**src/rtl/core/fte_pkg.sv**
```systemverilog
// ----------------------------------------------------------------------------
// fte_pkg
// Shared types and constants for the binary indexed tree engine: field
// widths, operation codes, walk kinds, controller states and the command and
// status bundles that join the controller to the datapath.
// ----------------------------------------------------------------------------
package fte_pkg;

  // Fixed field widths of one request beat and one response beat.
  localparam int unsigned ACT_W   = 2;
  localparam int unsigned IDX_W   = 10;
  localparam int unsigned BOUND_W = 11;
  localparam int unsigned VAL_W   = 64;

  // Operation codes carried in the action field.
  typedef enum logic [ACT_W-1:0] {
    OP_ADD = 2'd0,
    OP_SET = 2'd1,
    OP_SUM = 2'd2
  } op_e;

  // Kind of tree walk the datapath runs.
  typedef enum logic [1:0] {
    WK_PFX_ADD = 2'd0,  // prefix walk, node values added to the accumulator
    WK_PFX_SUB = 2'd1,  // prefix walk, node values subtracted
    WK_UPD     = 2'd2   // update walk, delta added to each covering node
  } walk_e;

  // Controller states.
  typedef enum logic [2:0] {
    ST_CLEAR  = 3'd0,
    ST_IDLE   = 3'd1,
    ST_DECODE = 3'd2,
    ST_WALK_A = 3'd3,
    ST_WALK_B = 3'd4,
    ST_UPDATE = 3'd5,
    ST_FINISH = 3'd6
  } state_e;

  // Commands from the controller to the datapath.
  typedef struct packed {
    logic  clr;    // write zero to the next entry of the clearing pass
    logic  load;   // capture the request beat
    logic  start;  // start a walk of the given kind
    walk_e kind;
    logic  emit;   // place the result in the output register
  } ctrl_cmd_t;

  // Status from the datapath to the controller.
  typedef struct packed {
    logic             clr_last;   // clearing pass is on its last entry
    logic             walk_done;  // no walk step issued or in flight
    logic             err;        // captured request is out of range
    logic [ACT_W-1:0] op;         // captured action code
    logic             out_busy;   // output register holds a beat not taken this cycle
  } dp_status_t;

endpackage

```
**src/rtl/core/fte_ctrl.sv**
```systemverilog
// ----------------------------------------------------------------------------
// fte_ctrl
// Controller of the binary indexed tree engine. Runs the clearing pass after
// reset, then sequences each operation as a series of tree walks issued to
// the datapath and hands the result to the output register.
// ----------------------------------------------------------------------------
module fte_ctrl (
  input  logic                clk_i,
  input  logic                rst_ni,
  input  logic                in_valid_i,
  output logic                in_ready_o,
  input  fte_pkg::dp_status_t status_i,
  output fte_pkg::ctrl_cmd_t  cmd_o
);
  import fte_pkg::*;

  state_e state_q, state_d;

  // State register.
  always_ff @(posedge clk_i or negedge rst_ni) begin
    if (!rst_ni) begin
      state_q <= ST_CLEAR;
    end else begin
      state_q <= state_d;
    end
  end

  // Next state and commands.
  always_comb begin
    state_d    = state_q;
    cmd_o      = '0;
    cmd_o.kind = WK_PFX_ADD;
    in_ready_o = 1'b0;

    unique case (state_q)
      ST_CLEAR: begin
        cmd_o.clr = 1'b1;
        if (status_i.clr_last) begin
          state_d = ST_IDLE;
        end
      end

      ST_IDLE: begin
        in_ready_o = 1'b1;
        if (in_valid_i) begin
          cmd_o.load = 1'b1;
          state_d    = ST_DECODE;
        end
      end

      ST_DECODE: begin
        if (status_i.err) begin
          state_d = ST_FINISH;
        end else if (status_i.op == OP_ADD) begin
          cmd_o.start = 1'b1;
          cmd_o.kind  = WK_UPD;
          state_d     = ST_UPDATE;
        end else begin
          // Set and range sum both begin with the upper prefix walk.
          cmd_o.start = 1'b1;
          cmd_o.kind  = WK_PFX_ADD;
          state_d     = ST_WALK_A;
        end
      end

      ST_WALK_A: begin
        if (status_i.walk_done) begin
          cmd_o.start = 1'b1;
          cmd_o.kind  = WK_PFX_SUB;
          state_d     = ST_WALK_B;
        end
      end

      ST_WALK_B: begin
        if (status_i.walk_done) begin
          if (status_i.op == OP_SET) begin
            cmd_o.start = 1'b1;
            cmd_o.kind  = WK_UPD;
            state_d     = ST_UPDATE;
          end else begin
            state_d = ST_FINISH;
          end
        end
      end

      ST_UPDATE: begin
        if (status_i.walk_done) begin
          state_d = ST_FINISH;
        end
      end

      ST_FINISH: begin
        if (!status_i.out_busy) begin
          cmd_o.emit = 1'b1;
          state_d    = ST_IDLE;
        end
      end

      default: begin
        state_d = ST_IDLE;
      end
    endcase
  end

endmodule

```
**config.mk**
```make
export PLATFORM = sky130hd
export DESIGN_NAME = fte_ctrl
export DESIGN_NICKNAME = d
export VERILOG_FILES = /design/src/rtl/core/fte_pkg.sv /design/src/rtl/core/fte_ctrl.sv
export SDC_FILE = /design/constraint.sdc
export NUM_CORES = 1
export LEC_CHECK = 0
export ABC_AREA = 1
export BUFFER_PORTS_ARGS = -buffer_cell sky130_fd_sc_hd__buf_4
export CORE_AREA = 2 2 39 41
export CTS_BUF_LIST = sky130_fd_sc_hd__clkbuf_2
export CTS_CLUSTER_DIAMETER = 40
export DETAILED_ROUTE_END_ITERATION = 7
export DIE_AREA = 0 0 41 43
export GPL_TIMING_DRIVEN = 0
export PLACE_DENSITY = 0.61
export SYNTH_ARGS = -nofsm -noshare
export SYNTH_HDL_FRONTEND = slang
export SYNTH_SLANG_ARGS = --single-unit
```
**constraint.sdc**
```tcl
create_clock -name clk_i -period 2.24 [get_ports clk_i]
set_input_delay 0.336 -clock clk_i [delete_from_list [all_inputs] [get_ports clk_i]]
set_output_delay 0.336 -clock clk_i [all_outputs]
set_load 0.05 [all_outputs]
```
==> results.json <==
{
  "power.internal_mw": 0.357,
  "dpl.hpwl_um": 824,
  "critPathArrivalTime_ps": 1420,
  "yosysWarnings": 0,
  "powerDensity_nw_per_um2": 1450,
  "maxSlewHeadroom": 0.817,
  "drive_gt1_frac": 0.391,
  "place_ws_ps": 703,
  "power.share.switching": 0.583,
  "leakage_nw": 0.340,
  "avgSynthCellArea_um2": 5.84,
  "postRouteAntennaNets": 0,
  "ys_types": 18,
  "final_nets": 102,
  "grt_max_degree": 11,
  "rows": 14,
  "vias_per_cell": 4.69,
  "cts_hold_buf": 1,
  "track_usage": 0.130,
  "coreArea_um2": 1380,
  "numCtsBuffers": 3,
  "cts_sinks": 3,
  "synth_area_um2": 420,
  "clock_path_buffers": 2,
  "cts_setup_buffers": 0,
  "path_class": "flip-flop to primary output",
  "die_w_um": 41,
  "gp_congestion": 0.812,
  "clock_skew_ps": 12.1,
  "r2r_start": "state_q[1]",
  "drtPass1Iterations": 4,
  "synth_seq_area_share": 0.179,
  "drc": 0,
  "hold_viol_final": 0,
  "largest_reg_flops": 3,
  "ios": 16,
  "h-tree-depth": 1,
  "clk_latency_ps": 210,
  "cp_max_fo": 9,
  "cts_tree": "done",
  "drtIter0Drc": 14,
  "diodes": 0,
  "start_util": 0.304,
  "path_clk_slew_ps": 60,
  "worstHoldPathType": "input port to asynchronous set/reset pin",
  "tightest_slew_ps": 274,
  "endpoint_kind": "primary output",
  "startpoint": "state_q[1]",
  "grt_pass1_vias": 424,
  "antenna_found_initial": 0,
  "die_area_um2": 1760,
  "die_y_um": 43,
  "io_buffers": 15,
  "status": "completed",
  "p_comb_frac": 0.779,
  "period_minus_slack_ps": 1760,
  "setup_viol": 0,
  "routed_wl_mm": 1.05,
  "max-cap-violations": 0,
  "fmax_ghz": 0.568,
  "syn_inst": 72,
  "cts_resized": 0,
  "setup_ws_ps": 480,
  "largest_registers": "state_q: 3 flops",
  "peakVddDrop_v": 0.000473,
  "grt_first_pass_wirelength_mm": 1.64,
  "cts-root-buf": "clkbuf_2",
  "top_register": "state_q",
  "ys_ff_latch": 3,
  "grt-ovfl-total": 0,
  "syn_to_final_growth_pct": 40.2,
  "switchingPower_mw": 0.500,
  "critPathLaunchType": "flip-flop",
  "finalSetupTns_ps": 0,
  "rsz0062_at_grt": "no",
  "p_clk_frac": 0.091,
  "syn_nets": 81,
  "routedWlPerCell_um": 9.71,
  "vias": 506,
  "post-route-period-util": 0.786,
  "p_seq_frac": 0.130,
  "slew_viol_final": 0,
  "nFillCells": 165,
  "required_ps": 1900
}
per-stage QoR:
step                       util  total power [mW]  instance area [µm²]  hold slack [ps]  std cells
after floorplan               -             0.628                  427             40.4         72
after global placement    0.404             0.778                  559              124        103
after detailed placement  0.404             0.777                  559              127        103
after CTS                 0.426             0.855                  589              454        108
after global routing      0.426             0.922                  589              466        108
final                     0.426             0.857                  589              445        108
worst max-delay path: stages (launching register included):
cell,delay [ps]
dfrtp_1,360
buf_6,140
nor2_2,230
nand4_1,160
o31ai_1,100
buf_4,240
area by class of cell:
class	count	area [µm²]	share of cell area
Inverter	12	45.0	0.0764
Clock buffer	4	20.0	0.0340
Buffer	3	30.0	0.0510
Sequential cell	3	75.1	0.127
Timing Repair Buffer	16	123	0.208
Multi-Input combinational cell	54	277	0.469
Tap cell	16	20.0	0.0340
metal layers:
layer  vias to the layer above  global-route usage  wire (µm)
met5                         -                   0          0
met4                         0              0.0400          0
met3                         0              0.0157         58
met2                        15               0.209        523
met1                       222               0.172        467
li1                        269                   -          -
cells in the final DEF (no fill, tap or decap), drive strengths merged:
cell type    instances
buf                 18
nor4                 1
nor3                 2
o21ai                2
nand3b               1
nor2                 9
dlygate4sd3          1
o31ai                1
nand2               23
clkbuf               4
dfrtp                3
inv                 12
nand3               12
nand4                3
power by group through the flow:
stage | Combinational (mW) | Sequential, mW | Clock, mW
floorplan | 0.521 | 0.107 | 0
global placement | 0.664 | 0.113 | 0
detailed placement | 0.664 | 0.113 | 0
CTS | 0.666 | 0.112 | 0.0768
global route | 0.728 | 0.114 | 0.0801
finish | 0.668 | 0.111 | 0.0781
worst paths after layout:
kind / endpoint / slack (ps) / cells after the start
min in group clk_i: state_q[2] / 520 / 5
min reg2reg: state_q[1] / 620 / 3
max in group asynchronous: state_q[1] / 1690 / 2
max reg2reg: state_q[1] / 980 / 7
min: state_q[2] / 440 / 2
max: cmd_o[2] / 480 / 5
cell families (layout without fill, tap and decap cells):
| logic type | count (synthesis) | in the layout | synth area share |
|---|---|---|---|
| buf+inv | 15 | 35 | 0.179 |
| flops | 3 | 3 | 0.179 |
| compound gates | 3 | 3 | 0.0417 |
| simple gates | 51 | 51 | 0.601 |
cells in the mapped netlist:
cell type | n | area, µm²
buf_4 | 1 | 7.51
buf_6 | 2 | 22.5
dfrtp_1 | 3 | 75.1
inv_1 | 7 | 26.3
inv_2 | 5 | 18.8
nand2_1 | 20 | 75.1
nand2_2 | 3 | 18.8
nand3_1 | 10 | 50.1
nand3_2 | 2 | 20.0
nand3b_1 | 1 | 7.51
nand4_1 | 3 | 18.8
nor2_1 | 6 | 22.5
nor2_2 | 2 | 12.5
nor2_4 | 1 | 11.3
nor3_1 | 2 | 10.0
nor4_1 | 1 | 6.26
o21ai_0 | 2 | 10.0
o31ai_1 | 1 | 7.51
No activity file was read; power rests on OpenSTA's default activity.
